File: config.mk
export PLATFORM = sky130hd
export DESIGN_NAME = afc_plane_eval
export DESIGN_NICKNAME = d
export VERILOG_FILES = /design/src/hw/rtl/afc_pkg.sv /design/src/hw/rtl/afc_plane_eval.sv
export SDC_FILE = /design/constraint.sdc
export NUM_CORES = 2
export LEC_CHECK = 0
export BUFFER_PORTS_ARGS = -buffer_cell sky130_fd_sc_hd__buf_2
export CORE_ASPECT_RATIO = 1.25
export CORE_MARGIN = 2
export CORE_UTILIZATION = 62
export CTS_CLUSTER_DIAMETER = 80
export CTS_CLUSTER_SIZE = 16
export DETAILED_ROUTE_END_ITERATION = 6
export PLACE_DENSITY = 0.79
export SLEW_MARGIN = 30
export SYNTH_ARGS = -nofsm -noshare
export SYNTH_HDL_FRONTEND = slang
export SYNTH_SLANG_ARGS = --single-unit
File: constraint.sdc
create_clock -name clk -period 9.65 [get_ports clk]
set_input_delay 0.4825 -clock clk [delete_from_list [all_inputs] [get_ports clk]]
set_output_delay 0.4825 -clock clk [all_outputs]
set_load 0.03 [all_outputs]
File: src/hw/rtl/afc_pkg.sv
// Package for the AABB frustum culling block: shared widths, plane register
// field positions and the pipeline control struct.
// No dependencies; used by every module of the block.
package afc_pkg;

	// Fixed field widths.
	localparam int TAG_W      = 16;
	localparam int CNT_W      = 16;
	localparam int CFG_IDX_W  = 3;
	localparam int CFG_DATA_W = 64;

	// Plane register packing: three Q1.12 normal components and a Q21.0 offset.
	localparam int NRM_W   = 14;
	localparam int OFS_W   = 22;
	localparam int NX_LSB  = 0;
	localparam int NY_LSB  = 14;
	localparam int NZ_LSB  = 28;
	localparam int OFS_LSB = 42;

	// The offset is scaled by 2^12 to line up with the normal fraction bits.
	localparam int OFS_SHIFT = 12;

	localparam logic [CNT_W-1:0] CNT_MAX = {CNT_W{1'b1}};

	// Load enables for the pipeline stages behind the input register.
	typedef struct packed {
		logic adv_s2;
		logic adv_s3;
		logic adv_s4;
	} pipe_ctl_t;

endpackage

File: src/hw/rtl/afc_plane_eval.sv
// Per-plane box test: products, partial sums and the final sign check,
// one register rank after each step.
// Depends on afc_pkg.
module afc_plane_eval #(
	parameter int COORD_BITS = 20
) (
	input  logic                               clk,
	input  afc_pkg::pipe_ctl_t                 ctl,
	input  logic [afc_pkg::CFG_DATA_W-1:0]     plane,
	input  logic signed [COORD_BITS-1:0]       cx,
	input  logic signed [COORD_BITS-1:0]       cy,
	input  logic signed [COORD_BITS-1:0]       cz,
	input  logic [COORD_BITS-2:0]              ex,
	input  logic [COORD_BITS-2:0]              ey,
	input  logic [COORD_BITS-2:0]              ez,
	output logic                               outside
);
	import afc_pkg::*;

	localparam int PC_W   = COORD_BITS + NRM_W;
	localparam int PE_W   = COORD_BITS + NRM_W - 1;
	localparam int OT_W   = OFS_W + OFS_SHIFT;
	localparam int DIST_W = ((PC_W > OT_W) ? PC_W : OT_W) + 2;
	localparam int RAD_W  = PE_W + 2;
	localparam int TOT_W  = DIST_W + 1;

	logic [NRM_W-1:0] n_raw [3];
	logic [NRM_W-1:0] n_abs [3];
	logic signed [COORD_BITS-1:0] c_in [3];
	logic [COORD_BITS-2:0] e_in [3];

	logic signed [PC_W-1:0] pc_s2 [3];
	logic [PE_W-1:0] pe_s2 [3];
	logic [OFS_W-1:0] ofs_s2;

	logic signed [DIST_W-1:0] dist_s3;
	logic [RAD_W-1:0] rad_s3;
	logic outside_s4;

	logic signed [DIST_W-1:0] dist_sum;
	logic [RAD_W-1:0] rad_sum;
	logic [TOT_W-1:0] tot_sum;

	// Unpack the normal and take magnitudes.
	always_comb begin
		n_raw[0] = plane[NX_LSB +: NRM_W];
		n_raw[1] = plane[NY_LSB +: NRM_W];
		n_raw[2] = plane[NZ_LSB +: NRM_W];
		c_in[0] = cx;
		c_in[1] = cy;
		c_in[2] = cz;
		e_in[0] = ex;
		e_in[1] = ey;
		e_in[2] = ez;
		for (int k = 0; k < 3; k++) begin
			n_abs[k] = n_raw[k][NRM_W-1] ? (~n_raw[k] + NRM_W'(1)) : n_raw[k];
		end
	end

	// Stage 2: one multiplier per term.
	always_ff @(posedge clk) begin
		if (ctl.adv_s2) begin
			for (int k = 0; k < 3; k++) begin
				pc_s2[k] <= $signed(n_raw[k]) * c_in[k];
				pe_s2[k] <= n_abs[k] * e_in[k];
			end
			ofs_s2 <= plane[OFS_LSB +: OFS_W];
		end
	end

	// Partial sums: signed distance and projected radius.
	always_comb begin
		dist_sum = $signed({{(DIST_W-OT_W){ofs_s2[OFS_W-1]}}, ofs_s2, {OFS_SHIFT{1'b0}}});
		rad_sum  = '0;
		for (int k = 0; k < 3; k++) begin
			dist_sum = dist_sum + $signed({{(DIST_W-PC_W){pc_s2[k][PC_W-1]}}, pc_s2[k]});
			rad_sum  = rad_sum + {{(RAD_W-PE_W){1'b0}}, pe_s2[k]};
		end
	end

	// Stage 3: register the two sums.
	always_ff @(posedge clk) begin
		if (ctl.adv_s3) begin
			dist_s3 <= dist_sum;
			rad_s3  <= rad_sum;
		end
	end

	// The box is behind this plane when distance plus radius is negative.
	assign tot_sum = {dist_s3[DIST_W-1], dist_s3} + {{(TOT_W-RAD_W){1'b0}}, rad_s3};

	// Stage 4: register the verdict.
	always_ff @(posedge clk) begin
		if (ctl.adv_s4) begin
			outside_s4 <= tot_sum[TOT_W-1];
		end
	end

	assign outside = outside_s4;

endmodule

== Yosys cells after proc, flatten, opt, wreduce, memory -nomap -nowiden ==
Memory sizes are Yosys's and may differ from the RTL's.
Index checks and enable logic that the tools add are counted.

* Memories: 2
* Logic and storage cells: 29
* Output and inout port bits: 1
* Memory bits (writable): 201
* Bits in registers: 94
* Bits of input ports: 185

* Bitwise gates (word level): 3
* $add $sub $neg: 9
* Mux-type cells: 5
* Multipliers: 6

{| class="wikitable"
|+ Memory list
! name !! depth !! width !! rd ports !! clocked after memory_dff !! write ports !! RTL line !! text
|-
| pc_s2 || 3 || 34 || 3 || 0 || 3 || afc_plane_eval.sv:32 || <nowiki>logic signed [PC_W-1:0] pc_s2 [3];</nowiki>
|-
| pe_s2 || 3 || 33 || 3 || 0 || 3 || afc_plane_eval.sv:33 || <nowiki>logic [PE_W-1:0] pe_s2 [3];</nowiki>
|}

{| class="wikitable"
|+ Operators with widths
! cell !! number
|-
| 14-bit by 20-bit multiplier with 34-bit output || 3
|-
| 14-bit by 19-bit multiplier with 33-bit output || 3
|-
| 14-bit by 1-bit adder with 14-bit output, second input constant || 3
|-
| 14-bit two-way mux || 3
|-
| 14-bit NOT || 3
|-
| 36-bit by 36-bit adder with 37-bit output || 1
|-
| 35-bit by 34-bit adder with 36-bit output || 1
|-
| 36-bit by 34-bit adder with 36-bit output || 1
|-
| 34-bit by 33-bit adder with 35-bit output || 1
|-
| 34-bit by 34-bit adder with 35-bit output || 1
|-
| 33-bit by 33-bit adder with 34-bit output || 1
|-
| 1-bit two-way mux || 2
|}

== Depth between registers and ports, before layout ==
* Depth in word-level cells: 4
* Depth in mapped cells: 31
* Gate-level depth less buffers: 29

== Worst setup path before layout ==
Ideal clock, no wire load.

* Path kind: input -> register
* Start: in plane[31] in the netlist's numbering
* End: mem pe_s2[0][97] in the netlist's numbering, data pin
* Library setup time: 0.269 ns
* Data required time: 9.381 ns
* Path slack: 1.991 ns
* Arrival time: 7.390 ns
* Cell stages on the path: 26
* Path buffers: 3
* Path through: clkbuf_1 -> or4_1 -> or3_1 -> o31ai_1 -> xnor2_1 -> clkbuf_1 -> nand2_1 -> fa_1 -> inv_1 -> fa_1 -> fa_1 -> fa_1 -> fa_1 -> inv_1 -> fa_1 -> inv_1 -> ha_1 -> clkbuf_1 -> and4_1 -> a221oi_1 -> nor2_1 -> or3b_1 -> nor3b_1 -> nor3_1 -> o31ai_1 -> xor2_1

{| class="wikitable"
|+ RTL lines
! item !! RTL line !! text
|-
| from (decl) || afc_plane_eval.sv:9 || <nowiki>input logic [afc_pkg::CFG_DATA_W-1:0] plane,</nowiki>
|-
| to (decl) || afc_plane_eval.sv:33 ||
|}

==> summary.txt <==
Run status
  – Status: complete, no violations

Clock tree
  – Clk sinks: between 200 and 300
  – Worst-Skew Late Latency: about 0.56 ns
  – Num CTS Buffers: 23
  – Longest Clk Path Bufs: 3
  – Hold-fix buffers at CTS: 0
  – CTS tree: built
  – CTS resizes: 0
  – H-Tree Depth: 1
  – Post-CTS setup buffer count: 0
  – Clock Root Buffer: clkbuf_16
  – Clock transition at path regs: ~0.070 ns

Yosys
  – Mapped Area: 70300 um2
  – Syn. warnings: 0
  – Synth async-reset ratio: 0
  – Mean Syn Cell Area: roughly 9.8 um2
  – Area share of the largest cell type after synthesis: 0.426
  – Main flop type after synthesis: edfxtp_1
  – Top-count cell post-synth: fa_1
  – Unique masters post-synth: roughly 80
  – Top cells by count, synth: 1496 x fa_1, 1361 x inv_1, 1065 x nand2_1
  – Post-synth EDFFs: just under 300
  – Post-synth top area cell: fa_1
  – Top cells by area, synth: fa_1 43%, edfxtp_1 13%, ha_1 11%, inv_1 7.3%, nand2_1 5.7%
  – Seq cells post-synth: 295
  – Seq/Total Area, Yosys: 0.126
  – Synthesized Nets: about 9500
  – Syn Inst Count: just over 7000

Floorplan
  – Total core area: 113000 um2
  – Chip Width: approximately 310 um
  – Height of the die: ~380 um
  – I/O pin cnt: between 150 and 200
  – Row cnt: approximately 140
  – Starting Density: 0.623
  – Die area: around 120000 um2

Setup path
  – CP max FO: 24
  – Worst Path Arrival: around 7.9 ns
  – Reg-to-reg startpoint: ofs_s2[3]
  – R2R depth: 12
  – WP data required: about 10 ns
  – Crit Path Class: primary input to flip-flop
  – Reg2Reg Setup Slack: 5.19 ns
  – R2R Path End: dist_s3[35]
  – Critical Path End Type: flip-flop
  – Crit path launch type: primary input

Timing
  – Max Slew Vio Count: 0
  – Maximum achievable frequency: between 100 and 150 MHz
  – Final setup violation count: 0
  – Min cycle time layout: about 7.6 ns
  – Slew headroom: 0.378
  – RSZ-0062 raised after global routing: false
  – Hold Fails Final Rpt: 0
  – Post-Route Setup TNS: 0 ns
  – Clock Skew: 0.0376 ns
  – Final period util: 0.783
  – Slew @ Worst Pin: 0.933 ns

Global routing
  – Pin count of the biggest net entering global routing: between 100 and 150
  – Initial antenna violation count: 24
  – Number of global-route vias before repair: 55300
  – First-pass GRT wire length: about 280000 um
  – Remaining global-route overflow: 0
  – Total global-route track usage: 0.304

Finish
  – Layout cells sized above 1: 0.0392
  – Area Overhead vs Synth: 3.94%
  – Final #Nets: between 9000 and 10000

Worst hold path
  – Hold Crit Depth: 1
  – WHS Endpoint: ofs_s2[20]
  – Worst Hold Class: primary input to flip-flop
  – Hold Startpoint: plane[62]

Placed design
  – Routability Congestion: between 0.9 and 1
  – # port buffers: 185
  – DP Wirelength: around 140000 um

Route
  – Final WL: 168000 um
  – Drt first-iter violations: 3457
  – Post-DRT Antenna Nets: 0
  – WL/cell: slightly below 20 um
  – Drt drc: 0
  – Via count: approximately 50000
  – Via/cell ratio: around 5.8
  – Initial DRT Pass Iterations: 6

Run
  – Max Cap Viol: 0
critical path, stage by stage:
cell      delay (ns)
buf_2           0.22
buf_4           0.28
or3_1           0.44
or3_1           0.39
o21ai_1         0.17
xnor2_1         0.13
buf_4           0.26
nand2_1         0.11
fa_1            0.44
fa_1            0.47
fa_1            0.54
inv_1           0.05
fa_1            0.45
fa_1            0.51
inv_1           0.05
fa_1            0.47
inv_1           0.04
ha_1            0.35
a21o_1          0.18
a21o_1          0.20
a221oi_1        0.39
nor2_1          0.06
or3b_1          0.43
nor3b_1         0.17
nor3_1          0.25
o31ai_1         0.12
xor2_1          0.15
worst max-delay path by stage:
| stage | end | slack, ns | from |
|---|---|---|---|
| 3_3_place_gp | pe_s2[0][97] | 1.70 | plane[28] |
| 4_1_cts | pe_s2[0][97] | 2.18 | plane[28] |
| 3_5_place_dp | pe_s2[0][97] | 1.61 | plane[28] |
| 5_1_grt | pe_s2[0][97] | 1.69 | plane[28] |
| 6_report | pe_s2[0][97] | 2.09 | plane[28] |
| 2_1_floorplan | pe_s2[0][97] | 1.99 | plane[31] |
flip-flops by register name, summed over array words and instances, names as in the netlist:
name / flops
pc_s2: 102
dist_s3: 36
ofs_s2: 22
outside: 1
rad_s3: 35
pe_s2: 99
placed cells by master (no fill, tap or decap), types with 43 or more instances in the layout:
master,count
nand2_1,1065
inv_1,1361
nor3_1,48
nor2b_1,76
xor2_1,64
fa_1,1496
nand2b_1,87
o21ai_0,94
ha_1,641
buf_2,184
nor2_1,132
and2_1,574
buf_4,43
xnor2_1,218
a21o_1,117
a21oi_1,201
edfxtp_1,295
area by class of cell:
cell class / instances / area (um2)
antenna: 20 / 50.0
clock buffer: 24 / 579
timing repair buffer: 228 / 1260
fill: 9068 / 39800
clock inverter: 4 / 37.5
tap: 1470 / 1840
sequential: 295 / 8860
multi-input combinational: 5246 / 55400
inverter: 1363 / 5120
metrics by stage:
| stage | hold slack (ns) | cells | area, um2 | setup WS (ns) | utilization |
|---|---|---|---|---|---|
| global placement | 0.661 | 8602 | 72400 | 1.70 | 0.642 |
| detailed placement | 0.661 | 8602 | 72400 | 1.61 | 0.642 |
| CTS | 0.105 | 8630 | 73100 | 2.18 | 0.647 |
| floorplan | 0.581 | 7170 | 70300 | 1.99 | - |
| global route | 0.101 | 8646 | 73100 | 1.69 | 0.647 |
| finish | 0.123 | 8650 | 73100 | 2.09 | 0.647 |
layer usage:
| layer | vias to the layer above | part of all wire | global-route usage |
|---|---|---|---|
| li1 | 22100 | - | - |
| met1 | 25500 | 0.36 | 0.365 |
| met2 | 1890 | 0.50 | 0.524 |
| met3 | 539 | 0.061 | 0.0355 |
| met4 | 10 | 0.075 | 0.191 |
| met5 | - | 0.00046 | 0 |
cells by family (layout without fill, tap and decap cells):
logic type               count (synthesis)  in the layout  synth area share
other                                    0             20                 0
AND/OR/NAND/NOR                       2122           2122             0.146
XOR/XNOR                               283            283            0.0352
buffers and inverters                 1629           1619            0.0870
multiplexers                             6              6          0.000854
flip-flops                             295            295             0.126
adder cells (fa/ha/maj)               2137           2137             0.540
AO/OA/AOI/OAI                          698            698            0.0657
Power is left out: the tool's default activity adds up to more than one toggle a clock period on the data nets, which glitch-free logic cannot reach.
