===== src/hw/rtl/afc_pkg.sv =====
// Package for the AABB frustum culling block: shared widths, plane register
// field positions and the pipeline control struct.
// No dependencies; used by every module of the block.
package afc_pkg;

	// Fixed field widths.
	localparam int TAG_W      = 16;
	localparam int CNT_W      = 16;
	localparam int CFG_IDX_W  = 3;
	localparam int CFG_DATA_W = 64;

	// Plane register packing: three Q1.12 normal components and a Q21.0 offset.
	localparam int NRM_W   = 14;
	localparam int OFS_W   = 22;
	localparam int NX_LSB  = 0;
	localparam int NY_LSB  = 14;
	localparam int NZ_LSB  = 28;
	localparam int OFS_LSB = 42;

	// The offset is scaled by 2^12 to line up with the normal fraction bits.
	localparam int OFS_SHIFT = 12;

	localparam logic [CNT_W-1:0] CNT_MAX = {CNT_W{1'b1}};

	// Load enables for the pipeline stages behind the input register.
	typedef struct packed {
		logic adv_s2;
		logic adv_s3;
		logic adv_s4;
	} pipe_ctl_t;

endpackage


===== src/hw/rtl/afc_count.sv =====
// Result stage: merges the per-plane verdicts, keeps the saturating frame
// counts and holds the output word. Depends on afc_pkg.
module afc_count #(
	parameter int NUM_PLANES = 6
) (
	input  logic                         clk,
	input  logic                         arst_n,
	input  logic                         load,
	input  logic                         new_frame,
	input  logic [afc_pkg::TAG_W-1:0]    tag,
	input  logic [NUM_PLANES-1:0]        outside,
	output logic [afc_pkg::TAG_W-1:0]    tag_out,
	output logic                         is_culled,
	output logic [afc_pkg::CNT_W-1:0]    tested_total,
	output logic [afc_pkg::CNT_W-1:0]    culled_total,
	output logic [afc_pkg::CNT_W-1:0]    visible_total
);
	import afc_pkg::*;

	logic [TAG_W-1:0] tag_q;
	logic culled_q;
	logic [CNT_W-1:0] tested_q, culled_cnt_q, visible_q;
	logic [CNT_W-1:0] tested_base, culled_base, visible_base;
	logic [CNT_W-1:0] tested_nxt, culled_nxt, visible_nxt;
	logic hit;

	// Culled by any plane; counts restart on a new frame before this box.
	always_comb begin
		hit = |outside;
		tested_base  = new_frame ? '0 : tested_q;
		culled_base  = new_frame ? '0 : culled_cnt_q;
		visible_base = new_frame ? '0 : visible_q;
		tested_nxt   = (tested_base == CNT_MAX) ? CNT_MAX : tested_base + CNT_W'(1);
		culled_nxt   = culled_base;
		visible_nxt  = visible_base;
		if (hit) begin
			culled_nxt = (culled_base == CNT_MAX) ? CNT_MAX : culled_base + CNT_W'(1);
		end else begin
			visible_nxt = (visible_base == CNT_MAX) ? CNT_MAX : visible_base + CNT_W'(1);
		end
	end

	// Frame counts double as the count fields of the output word.
	always_ff @(posedge clk or negedge arst_n) begin
		if (!arst_n) begin
			tested_q     <= '0;
			culled_cnt_q <= '0;
			visible_q    <= '0;
		end else if (load) begin
			tested_q     <= tested_nxt;
			culled_cnt_q <= culled_nxt;
			visible_q    <= visible_nxt;
		end
	end

	// Tag and verdict of the word on the output.
	always_ff @(posedge clk) begin
		if (load) begin
			tag_q    <= tag;
			culled_q <= hit;
		end
	end

	assign tag_out       = tag_q;
	assign is_culled     = culled_q;
	assign tested_total  = tested_q;
	assign culled_total  = culled_cnt_q;
	assign visible_total = visible_q;

endmodule


===== config.mk =====
export PLATFORM = sky130hd
export DESIGN_NAME = afc_count
export DESIGN_NICKNAME = d
export VERILOG_FILES = /design/src/hw/rtl/afc_pkg.sv /design/src/hw/rtl/afc_count.sv
export SDC_FILE = /design/constraint.sdc
export NUM_CORES = 1
export LEC_CHECK = 0
export ABC_AREA = 1
export BUFFER_PORTS_ARGS = -buffer_cell sky130_fd_sc_hd__buf_4
export CAP_MARGIN = 5
export CORE_AREA = 5 5 91 93
export DETAILED_ROUTE_END_ITERATION = 12
export DIE_AREA = 0 0 96 98
export GPL_TIMING_DRIVEN = 0
export PLACE_DENSITY_LB_ADDON = 0.15
export RECOVER_POWER = 100
export SETUP_SLACK_MARGIN = 0.05
export SYNTH_ARGS = -nofsm -noshare
export SYNTH_HDL_FRONTEND = slang
export SYNTH_SLANG_ARGS = --single-unit
export TNS_END_PERCENT = 50

===== constraint.sdc =====
create_clock -name clk -period 2.7 [get_ports clk]
set_input_delay 0 -clock clk [delete_from_list [all_inputs] [get_ports clk]]
set_output_delay 0 -clock clk [all_outputs]
set_load 0.005 [all_outputs]

## Yosys cells after proc, flatten, opt, wreduce, memory -nomap -nowiden

Cells that the tools add are included.

- Output and inout port bits: 65
- Flip-flop bits (word level): 65
- Bits in writable memories: 0
- Memory bits (read-only): 0
- Memories: 0
- Latch bits: 0

- $lt $le $gt $ge: 0
- Multiply operators: 0
- Shift operators: 0
- Equality and inequality tests: 3
- Divide/modulo/power cells: 0
- Add/sub/neg operators: 3
- Bitwise operators: 0
- Reduce and logical (&&, ||, !) cells: 1
- Multiplexer cells: 8

Operators by type and width:

| cell | number |
|---|---|
| 16-bit 2-to-1 mux | 8 |
| 16-bit by 1-bit adder with 16-bit output, second input constant | 3 |
| 16-bit == test, second input constant | 3 |
| 6-bit OR reduction | 1 |

## Longest topological paths before layout

Gate-level depths: netlist of the first run.

- Depth in word-level cells: 4
- Depth in mapped cells: 18

## Worst setup path after synthesis of the first run

Ideal clock, no wire load.

- Path type: input-to-reg
- Start: input port new_frame
- End: register visible_q[11] (netlist: visible_total[11])
- Setup time: 0.073 ns
- Setup slack: 0.955 ns
- Data arrival time: 1.672 ns
- Cell stages on the path: 16
- Data required time: 2.627 ns
- Cells stage by stage: inv_2 buf_8 buf_6 buf_2 nand2_1 inv_1 ha_1 nand2_1 nor2_4 nand2_2 nor2_4 nand3_2 nor2_2 nor2_2 buf_6 a21oi_2

- Word-level cells in the longest chain between the ends: 4
- Elaborated cells between the ends (all ways): 5
- Classes of those cells: add/sub: 1; eq/ne: 1; mux: 3

RTL lines:

| item | RTL line | source |
|---|---|---|
| start: declaration | afc_count.sv:9 | `input logic new_frame,` |
| 16-bit 2-to-1 mux (*) | afc_count.sv:32 | `visible_base = new_frame ? '0 : visible_q;` |
| 16-bit by 1-bit adder with 16-bit output or 16-bit == test (tied branches) | afc_count.sv:39 | `visible_nxt = (visible_base == CNT_MAX) ? CNT_MAX : visible_base + CNT_W'(1);` |
| 16-bit 2-to-1 mux | afc_count.sv:39 |  |
| 16-bit 2-to-1 mux (*) | afc_count.sv:36 | `if (hit) begin` |
| end signal: assignment | afc_count.sv:52 | `visible_q <= visible_nxt;` |
| end: declaration | afc_count.sv:22 | `logic [CNT_W-1:0] tested_q, culled_cnt_q, visible_q;` |

Every way passes the cells marked *; elsewhere a longest branch is shown, timed or not.
A chain may end at the register's enable or synchronous reset.

## Worst setup path after layout of the first run

- Start: input port new_frame
- End: register tested_q[4] (netlist: tested_total[4])

- Word-level cells in the longest chain between the ends: 3
- Elaborated cells between the ends (all ways): 4
- Classes of those cells: add/sub: 1; eq/ne: 1; mux: 2

RTL lines:

| item | RTL line | source |
|---|---|---|
| 16-bit 2-to-1 mux (*) | afc_count.sv:30 | `tested_base = new_frame ? '0 : tested_q;` |
| 16-bit by 1-bit adder with 16-bit output or 16-bit == test (tied branches) | afc_count.sv:33 | `tested_nxt = (tested_base == CNT_MAX) ? CNT_MAX : tested_base + CNT_W'(1);` |
| 16-bit 2-to-1 mux (*) | afc_count.sv:33 |  |
| end signal: assignment | afc_count.sv:50 | `tested_q <= tested_nxt;` |
| end: declaration | afc_count.sv:22 |  |

Marks and branches as above.

==> flow_metrics.py, run 1 <==
metrics = {
    "detailed_routing": {
        "antenna_left": 0,
        "vias_per_cell": 5.22,
        "drt_iter0_markers": 282,
        "vias": 4117,
        "route.detailed.drc": 0,
        "wl_per_cell_um": 15.2,
        "first_pass_iters": 6,
        "drt-total-wl_um": 11900,
    },
    "floorplan": {
        "die-area_um2": 9410,
        "die_x_um": 96,
        "ios": 91,
        "core-area_um2": 7450,
        "start_util": 0.560,
        "dieHeight_um": 98,
        "row_count": 32,
    },
    "yosys": {
        "ys_ff_latch": 65,
        "syn_nets": 592,
        "synth_top_area_frac": 0.288,
        "ys.flop_type": "dfrtp_1",
        "synthArstFlopShare": 0.738,
        "synthCells": 563,
        "netlist_area_um2": 4170,
        "syn_avg_cell_area_um2": 7.41,
        "yosysTopAreaCell": "dfrtp_1",
        "ys_types": 36,
        "yosysSeqAreaShare": 0.410,
        "synthTopCellsByArea": "dfrtp_1, nand2_1, edfxtp_1",
        "yosys_warnings": 0,
        "synth_edf_count": 17,
    },
    "timing": {
        "finalSetupViolCount": 0,
        "tightest_slew_ps": 1230,
        "fmax_ghz": 0.436,
        "fin_tns_setup_ps": 0,
        "rsz0062_at_grt": "no",
        "finalHoldViolations": 0,
        "clock_skew_ps": 9.79,
        "post-route-min-period_ps": 2290,
        "fin_crit_sh": 0.849,
        "slew_headroom": 0.181,
        "final_max_slew_viol_count": 0,
    },
    "setup_path": {
        "arrival_ps": 2560,
        "required_ps": 2970,
        "worstSetupPathType": "input port to register",
        "crit_fanout": 10,
        "worstSetupStartpointType": "input port",
        "end_kind": "register",
    },
    "place": {
        "dpl.hpwl_um": 8230,
        "io_buffers": 90,
        "dp_cells": 755,
        "gp_congestion": 0.927,
    },
    "layout": {
        "regArea_um2": 1710,
        "final_nets": 710,
        "multiInputGateArea_um2": 1980,
        "fin_util": 0.702,
        "instances_no_fill": 788,
        "drive_gt1_frac": 0.201,
        "num_antenna_cells": 0,
        "area_delta_synth_final_pct": 25.2,
        "fillers": 613,
    },
    "global_routing": {
        "grt.total_usage": 0.266,
        "grt_max_degree": 49,
        "overflow": 0,
        "grt_pass1_wl_um": 19900,
        "antenna_found_initial": 0,
        "first_global_vias": 4066,
    },
    "clock_network": {
        "cts_buffers": 9,
        "clk_pin_slew_ps": 80,
        "cts_resized": 0,
        "cts_tree": "yes",
        "htreeDepth": 3,
        "root_buffer": "clkbuf_8",
        "cts_buffer_depth": 2,
        "cts_setup_buffers": 0,
        "cts.sinks": 65,
        "clkLatencyLatePin_ps": 360,
    },
    "power": {
        "p_leak_nw": 2.47,
        "p_total_mw": 2.45,
        "p_per_area_nw_per_um2": 470,
        "ir_worst_vdd_uv": 294,
    },
    "outcome": {
        "status": "finished clean",
    },
    "min_path": {
        "hold_path_class": "input port to register",
    },
    "run": {
        "drv_cap": 0,
    },
}
sequential cells by signal, indices dropped and copies added, names as in the netlist:
name	count
culled_total	16
tested_total	16
visible_total	16
is_culled	1
tag_out	16
area by class of cell:
type | count | area share
tap | 102 | 0.0244
clock inverter | 7 | 0.0148
sequential | 65 | 0.328
inverter | 72 | 0.0517
clock buffer | 9 | 0.0237
multi-input combinational | 406 | 0.379
buffer | 20 | 0.0285
timing repair buffer | 107 | 0.150
layer usage:
layer,share of wire,track usage,vias up
li1,-,-,2007
met5,0,0,-
met3,0.079,0.0401,17
met4,0.013,0.0853,0
met2,0.49,0.435,185
met1,0.42,0.360,1908
placed cells by master (no fill, tap or decap), types with 4 or more instances in the layout:
master           n
a21oi_1         13
buf_2            5
buf_4            6
buf_6            6
clkbuf_1        22
clkbuf_4        67
clkbuf_8         9
dfrtp_1         48
dlygate4sd3_1   17
edfxtp_1        17
inv_1           71
nand2_1        158
nand2_2          4
nand3_1         50
nand3_2          6
nand4_1          7
nor2_1          88
nor2_2          10
nor2_4           6
o21ai_0         18
xor2_1          16
worst max-delay path, cell delays in order:
cell     delay, ps
buf_4          140
inv_1          180
buf_8          190
buf_6          170
buf_2          270
nand2_1         90
inv_1           60
ha_1           170
nand2_1         60
nor2_1         340
nand2_1        200
inv_1          120
nand3_2        150
buf_6          200
nand2_1         60
nand2_1         40
o21ai_0         90
timing repair:
| item | in CTS | in global routing |
|---|---|---|
| hold buffers | 17 | 0 |
| hold endpoints to repair | 64 | 0 |
| setup endpoints to repair | 0 | 0 |
cell usage after synthesis (5+ instances only):
cell      instances
nand2_1         157
nor2_1           80
inv_1            69
dfrtp_1          48
nand3_1          48
edfxtp_1         17
nor2_2           17
xor2_1           16
o21ai_0          14
a21oi_2           9
nand3_2           8
a21oi_1           7
clkbuf_1          7
nand4_1           7
nor2_4            7
buf_6             6
buf_2             5
nand2_2           5
o21ai_1           5
path summary, 6_finish.rpt:
kind                                            endpoint  depth (start not counted)                    startpoint  slack (ps)
setup reg to reg             tested_total[4]$_DFFE_PN0P_                         12   tested_total[0]$_DFFE_PN0P_         470
min in group asynchronous    tested_total[9]$_DFFE_PN0P_                          2                        arst_n         430
setup / recovery             tested_total[4]$_DFFE_PN0P_                         17                     new_frame         410
hold / removal             visible_total[10]$_DFFE_PN0P_                          7                     new_frame         110
hold reg to reg             tested_total[15]$_DFFE_PN0P_                          2  tested_total[15]$_DFFE_PN0P_         520
max in group asynchronous   culled_total[13]$_DFFE_PN0P_                          2                        arst_n        1520
through the flow:
| stage | instance area, um^2 | hold WS (ps) | setup slack, ps |
|---|---|---|---|
| finish | 5230 | 106 | 408 |
| CTS | 5350 | 25.0 | 655 |
| global route | 5230 | 191 | 230 |
| floorplan | 4170 | -296 | 955 |
| detailed placement | 4980 | 65.0 | 332 |
| global placement | 4980 | 57.9 | 369 |
where the power goes:
group | internal, mW | total [mW] | switching [mW] | leakage, nW
registers | 1.08 | 1.16 | 0.0706 | 0.777
clock network | 0.434 | 0.871 | 0.437 | 0.100
logic | 0.191 | 0.428 | 0.237 | 1.59
cell families after synthesis:
kind of cell	after synthesis	share of synthesized area
and+or+nand+nor	340	0.374
buffers and inverters	92	0.100
DFF	65	0.410
AOI/OAI and AO/OA	44	0.0662
xor gates and xnor gates	19	0.0399
adders and majority gates	3	0.00899
Note: power is estimated with default switching activity, not from simulation.
==> inputs of run 2 (changes only) <==
--- a/config.mk
+++ b/config.mk
@@ -8,9 +8,9 @@
 export ABC_AREA = 1
 export BUFFER_PORTS_ARGS = -buffer_cell sky130_fd_sc_hd__buf_4
 export CAP_MARGIN = 5
-export CORE_AREA = 5 5 91 93
+export CORE_AREA = 5 5 98 100
 export DETAILED_ROUTE_END_ITERATION = 12
-export DIE_AREA = 0 0 96 98
+export DIE_AREA = 0 0 103 105
 export GPL_TIMING_DRIVEN = 0
 export PLACE_DENSITY_LB_ADDON = 0.15
 export RECOVER_POWER = 100
==> constraint.sdc (replaced) <==
create_clock -name clk -period 2 [get_ports clk]
set_input_delay 0 -clock clk [delete_from_list [all_inputs] [get_ports clk]]
set_output_delay 0 -clock clk [all_outputs]
set_load 0.005 [all_outputs]
==> flow_metrics.py, run 2 (synthesis gave the netlist of run 1 again) <==
metrics = {
    "outcome": {
        "status": "finished clean",
    },
    "setup_path": {
        "r2r-start": "visible_total[0]$_DFFE_PN0P_",
        "crit_fanout": 10,
        "required_ps": 2270,
        "end_kind": "register",
        "worstSetupPathType": "register to register",
        "r2r_cells": 12,
        "arrival_ps": 2120,
        "crit_start": "visible_total[0]$_DFFE_PN0P_",
        "worstSetupStartpointType": "register",
    },
    "floorplan": {
        "core-area_um2": 8590,
        "start_util": 0.486,
        "dieHeight_um": 105,
        "die-area_um2": 10800,
        "die_x_um": 103,
        "row_count": 34,
        "ios": 91,
    },
    "detailed_routing": {
        "vias": 4066,
        "first_pass_iters": 4,
        "route.detailed.drc": 0,
        "vias_per_cell": 5.06,
        "drt_iter0_markers": 215,
        "wl_per_cell_um": 14.3,
        "drt-total-wl_um": 11500,
        "antenna_left": 0,
    },
    "power": {
        "p_per_area_nw_per_um2": 616,
        "p_leak_nw": 2.52,
        "ir_worst_vdd_uv": 305,
        "p_total_mw": 3.33,
    },
    "layout": {
        "final_nets": 720,
        "final_cell_mix": "nand2_1, nor2_1, clkbuf_4, inv_1, nand3_1",
        "regArea_um2": 1710,
        "num_antenna_cells": 0,
        "area_delta_synth_final_pct": 29.4,
        "instances_no_fill": 804,
        "drive_gt1_frac": 0.246,
        "multiInputGateArea_um2": 2050,
        "fillers": 774,
        "final_common_cell": "nand2_1",
    },
    "place": {
        "dpl.hpwl_um": 8360,
        "io_buffers": 90,
        "gp_congestion": 0.909,
        "dp_cells": 761,
    },
    "global_routing": {
        "antenna_found_initial": 0,
        "first_global_vias": 4037,
        "grt_pass1_wl_um": 18800,
        "overflow": 0,
        "grt.total_usage": 0.217,
        "grt_max_degree": 49,
    },
    "timing": {
        "clock_skew_ps": 14.9,
        "slew_headroom": 0.135,
        "rsz0062_at_grt": "yes",
        "finalHoldViolations": 0,
        "post-route-min-period_ps": 1850,
        "fin_crit_sh": 0.925,
        "finalSetupViolCount": 0,
        "fmax_ghz": 0.540,
        "holdWs_ps": 120,
        "tightest_slew_ps": 1300,
        "final_max_slew_viol_count": 0,
    },
    "run": {
        "drv_cap": 0,
    },
    "clock_network": {
        "cts.sinks": 65,
        "cts_tree": "yes",
        "clk_pin_slew_ps": 80,
        "root_buffer": "clkbuf_8",
        "cts_buffers": 9,
        "htreeDepth": 3,
        "clkLatencyLatePin_ps": 350,
        "cts_buffer_depth": 2,
    },
    "min_path": {
        "holdPathStages": 7,
        "hold_path_class": "input port to register",
        "holdCritStartpoint": "new_frame",
    },
}
## run 2: cell count changes in the layout (fill, tap and decap cells not counted), moves of 4 or more
| cell | before | now |
|---|---|---|
| a21oi_1 | 13 | 8 |
| a21oi_2 | 3 | 8 |
| buf_4 | 6 | 15 |
| clkbuf_4 | 67 | 73 |
| nor2_1 | 88 | 78 |
| nor2_2 | 10 | 16 |
| nor2_4 | 6 | 10 |
## run 2: layout make-up
type	count	area share
flip-flops and latches	65	0.317
plain buffers	18	0.0264
multi-input cells	406	0.380
clock inverters	7	0.0146
inverters	72	0.0500
well taps	108	0.0250
repair buffers	119	0.164
clock buffers	9	0.0229
## run 2: through the flow
stage | setup WS (ps) | util | setup TNS [ps] | area (um^2)
floorplan | 255 | - | 0 | 4170
global placement | -396 | 0.580 | -12810 | 4980
detailed placement | -408 | 0.580 | -13550 | 4980
CTS | 91.0 | 0.624 | 0 | 5360
global route | 17.0 | 0.629 | 0 | 5400
finish | 150 | 0.629 | 0 | 5400
## run 2: final timing paths
kind                                                  to  slack (ps)
min                        visible_total[10]$_DFFE_PN0P_         120
max reg2reg                visible_total[13]$_DFFE_PN0P_         150
max                        visible_total[13]$_DFFE_PN0P_         150
min in group asynchronous    tested_total[9]$_DFFE_PN0P_         440
min reg2reg                  culled_total[0]$_DFFE_PN0P_         510
max in group asynchronous    culled_total[2]$_DFFE_PN0P_         740
## run 2: repair_timing
item,4_1_cts,5_1_grt
pin swaps,0,3
hold buffers,17,0
cloned,0,1
endpoints found under the hold margin,64,0
gates resized for setup,2,10
buffers inserted,0,11
setup endpoints to repair,22,37
## run 2: power by group
part	switching, mW	internal (mW)
registers	0.0903	1.46
clock network	0.586	0.586
logic	0.324	0.280
total	1.00	2.33
## run 2: worst max-delay path, stage by stage, from the launching register on
cell     delay [ps]
dfrtp_1         370
nand2_1          90
inv_2            70
ha_1            170
nand2_2          80
nor2_4          110
nand2_2          80
nor2_4          120
nand3_1         150
nor2_2          150
nor2_2           60
buf_6           160
a21oi_2         140
## run 2: layer usage
metal / track usage / part of all wire / up-vias
met2: 0.361 / 0.48 / 124
met1: 0.282 / 0.44 / 1896
met3: 0.0346 / 0.060 / 21
li1: - / - / 2025
met4: 0.0777 / 0.020 / 0
met5: 0 / 0 / -
==> inputs of run 3 (changes only) <==
--- a/config.mk
+++ b/config.mk
@@ -5,12 +5,12 @@
 export SDC_FILE = /design/constraint.sdc
 export NUM_CORES = 1
 export LEC_CHECK = 0
-export ABC_AREA = 1
 export BUFFER_PORTS_ARGS = -buffer_cell sky130_fd_sc_hd__buf_4
 export CAP_MARGIN = 5
-export CORE_AREA = 5 5 98 100
+export CORE_AREA = 5 5 92 94
 export DETAILED_ROUTE_END_ITERATION = 12
-export DIE_AREA = 0 0 103 105
+export DIE_AREA = 0 0 97 99
+export GPL_ROUTABILITY_DRIVEN = 1
 export GPL_TIMING_DRIVEN = 0
 export PLACE_DENSITY_LB_ADDON = 0.15
 export RECOVER_POWER = 100
==> flow_metrics.py, run 3 <==
metrics = {
    "global_routing": {
        "antenna_found_initial": 0,
        "first_global_vias": 3486,
        "grt_pass1_wl_um": 17600,
        "grt_max_degree": 49,
        "grt.total_usage": 0.228,
        "overflow": 0,
    },
    "yosys": {
        "synth_top_area_frac": 0.340,
        "yosys_warnings": 0,
        "ys_types": 58,
        "netlist_area_um2": 3540,
        "syn_avg_cell_area_um2": 9.64,
        "synth_edf_count": 17,
        "synthTopCellsByArea": "dfrtp_1, edfxtp_1, a21oi_1",
        "synth.most_common_cell": "dfrtp_1",
        "synthArstFlopShare": 0.738,
        "yosysSeqAreaShare": 0.484,
        "synthCells": 367,
        "ys.flop_type": "dfrtp_1",
        "synth_commonest_cells": "dfrtp_1, nor2_1, a21oi_1, nand2_1",
        "syn_nets": 396,
        "yosysTopAreaCell": "dfrtp_1",
        "ys_ff_latch": 65,
    },
    "floorplan": {
        "ios": 91,
        "start_util": 0.467,
        "core-area_um2": 7570,
        "dieHeight_um": 99,
        "die_x_um": 97,
        "row_count": 32,
        "die-area_um2": 9600,
    },
    "setup_path": {
        "end_kind": "register",
        "worstSetupStartpointType": "register",
        "arrival_ps": 2240,
        "reg2reg_to": "tested_total[9]$_DFFE_PN0P_",
        "required_ps": 2270,
        "ff2ff_setup_slack_ps": 30,
        "r2r_cells": 7,
        "worstSetupPathType": "register to register",
        "r2r-start": "tested_total[0]$_DFFE_PN0P_",
        "crit_fanout": 4,
    },
    "detailed_routing": {
        "wl_per_cell_um": 18.1,
        "antenna_left": 0,
        "drt-total-wl_um": 11100,
        "drt_iter0_markers": 238,
        "route.detailed.drc": 0,
        "first_pass_iters": 5,
        "vias": 3594,
        "vias_per_cell": 5.86,
    },
    "clock_network": {
        "cts_tree": "yes",
        "clk_pin_slew_ps": 80,
        "cts.sinks": 65,
        "root_buffer": "clkbuf_8",
        "cts_buffers": 9,
        "htreeDepth": 3,
        "cts_buffer_depth": 2,
        "clkLatencyLatePin_ps": 360,
    },
    "layout": {
        "instances_no_fill": 613,
        "num_antenna_cells": 0,
        "final_cell_mix": "clkbuf_4, dfrtp_1, buf_4, nor2_1, a21oi_1",
        "final_common_cell": "clkbuf_4",
        "area_delta_synth_final_pct": 42.9,
        "multiInputGateArea_um2": 1880,
        "fillers": 598,
        "drive_gt1_frac": 0.342,
        "final_nets": 535,
        "regArea_um2": 1710,
    },
    "timing": {
        "final_max_slew_viol_count": 0,
        "finalHoldViolations": 0,
        "slew_headroom": 0.150,
        "setup_ws_ps": 28.8,
        "tightest_slew_ps": 1280,
        "fin_tns_setup_ps": 0,
        "rsz0062_at_grt": "yes",
        "clock_skew_ps": 10.7,
        "post-route-min-period_ps": 1970,
        "finalSetupViolCount": 0,
        "fin_crit_sh": 0.986,
        "fmax_ghz": 0.507,
    },
    "power": {
        "p_per_area_nw_per_um2": 643,
        "p_leak_nw": 2.23,
        "ir_worst_vdd_uv": 419,
    },
    "place": {
        "dpl_worst_slack_ps": -555,
        "io_buffers": 90,
        "gp_congestion": 0.903,
        "dp_cells": 559,
        "dpl.hpwl_um": 7050,
    },
    "min_path": {
        "holdPathStages": 1,
        "min_to": "tag_out[0]$_DFFE_PP_",
        "hold_path_class": "input port to register",
        "holdCritStartpoint": "load",
    },
    "run": {
        "drv_cap": 0,
    },
    "outcome": {
        "status": "finished clean",
    },
}
[run 3: worst max path at each step]
stage / start / endpoint / slack, ps / cells past startpoint
3_3_place_gp: new_frame / visible_total[9]$_DFFE_PN0P_ / -530 / 11
4_1_cts: tested_total[0]$_DFFE_PN0P_ / tested_total[9]$_DFFE_PN0P_ / -0.2 / 8
2_1_floorplan: new_frame / tested_total[9]$_DFFE_PN0P_ / -20 / 11
3_5_place_dp: new_frame / visible_total[9]$_DFFE_PN0P_ / -560 / 11
6_report: tested_total[0]$_DFFE_PN0P_ / tested_total[9]$_DFFE_PN0P_ / 30 / 7
5_1_grt: tested_total[0]$_DFFE_PN0P_ / tested_total[9]$_DFFE_PN0P_ / -70 / 7
[run 3: power breakdown]
group	switching [mW]	internal, mW
Clock	0.571	0.446
Combinational	0.314	0.332
Sequential	0.116	1.47
Total	1.00	2.25
[run 3: critical path: stages (launching register included)]
cell	delay [ps]
dfrtp_1	360
nor2b_4	190
ha_4	160
nand2_2	50
or4_4	460
or3_4	410
a21boi_2	160
o21ai_1	110
[run 3: what timing repair did]
item                                   in CTS  in global routing
endpoints found under the hold margin      64                  0
setup buffers                              12                 10
setup endpoints to repair                  39                 40
gates resized for setup                    15                 35
pin swaps                                   4                  8
cloned                                      0                  0
hold buffers                               17                  0
[run 3: area by class of cell]
cell class,count,share of cell area
Buffer,18,0.0205
Clock buffer,9,0.0245
Clock inverter,7,0.00940
Inverter,18,0.0134
Multi-Input combinational cell,265,0.372
Sequential cell,65,0.339
Tap cell,102,0.0252
Timing Repair Buffer,129,0.196
[run 3: kinds of logic after synthesis]
logic type      count (synthesis)  synth area share
simple gates                  147             0.232
buf+inv                        37            0.0417
fa+ha+maj                       3            0.0106
compound gates                100             0.189
xor+xnor                        1           0.00248
mux                            14            0.0400
flops                          65             0.484
[run 3: through the flow]
step	utilization	total power, mW	instance area [um^2]	hold slack (ps)
after floorplan	-	1.85	3580	-296
after global placement	0.579	2.16	4380	64.1
after detailed placement	0.579	2.18	4380	73.3
after CTS	0.644	3.25	4870	21.6
after global routing	0.668	3.40	5060	19.0
final	0.668	3.25	5060	18.8
[run 3: layer usage]
layer,global-route usage,part of all wire,routed length [um]
met2,0.385,0.50,5490
met1,0.289,0.43,4780
met4,0.0799,0.013,141
met5,0,0,0
met3,0.0502,0.061,672
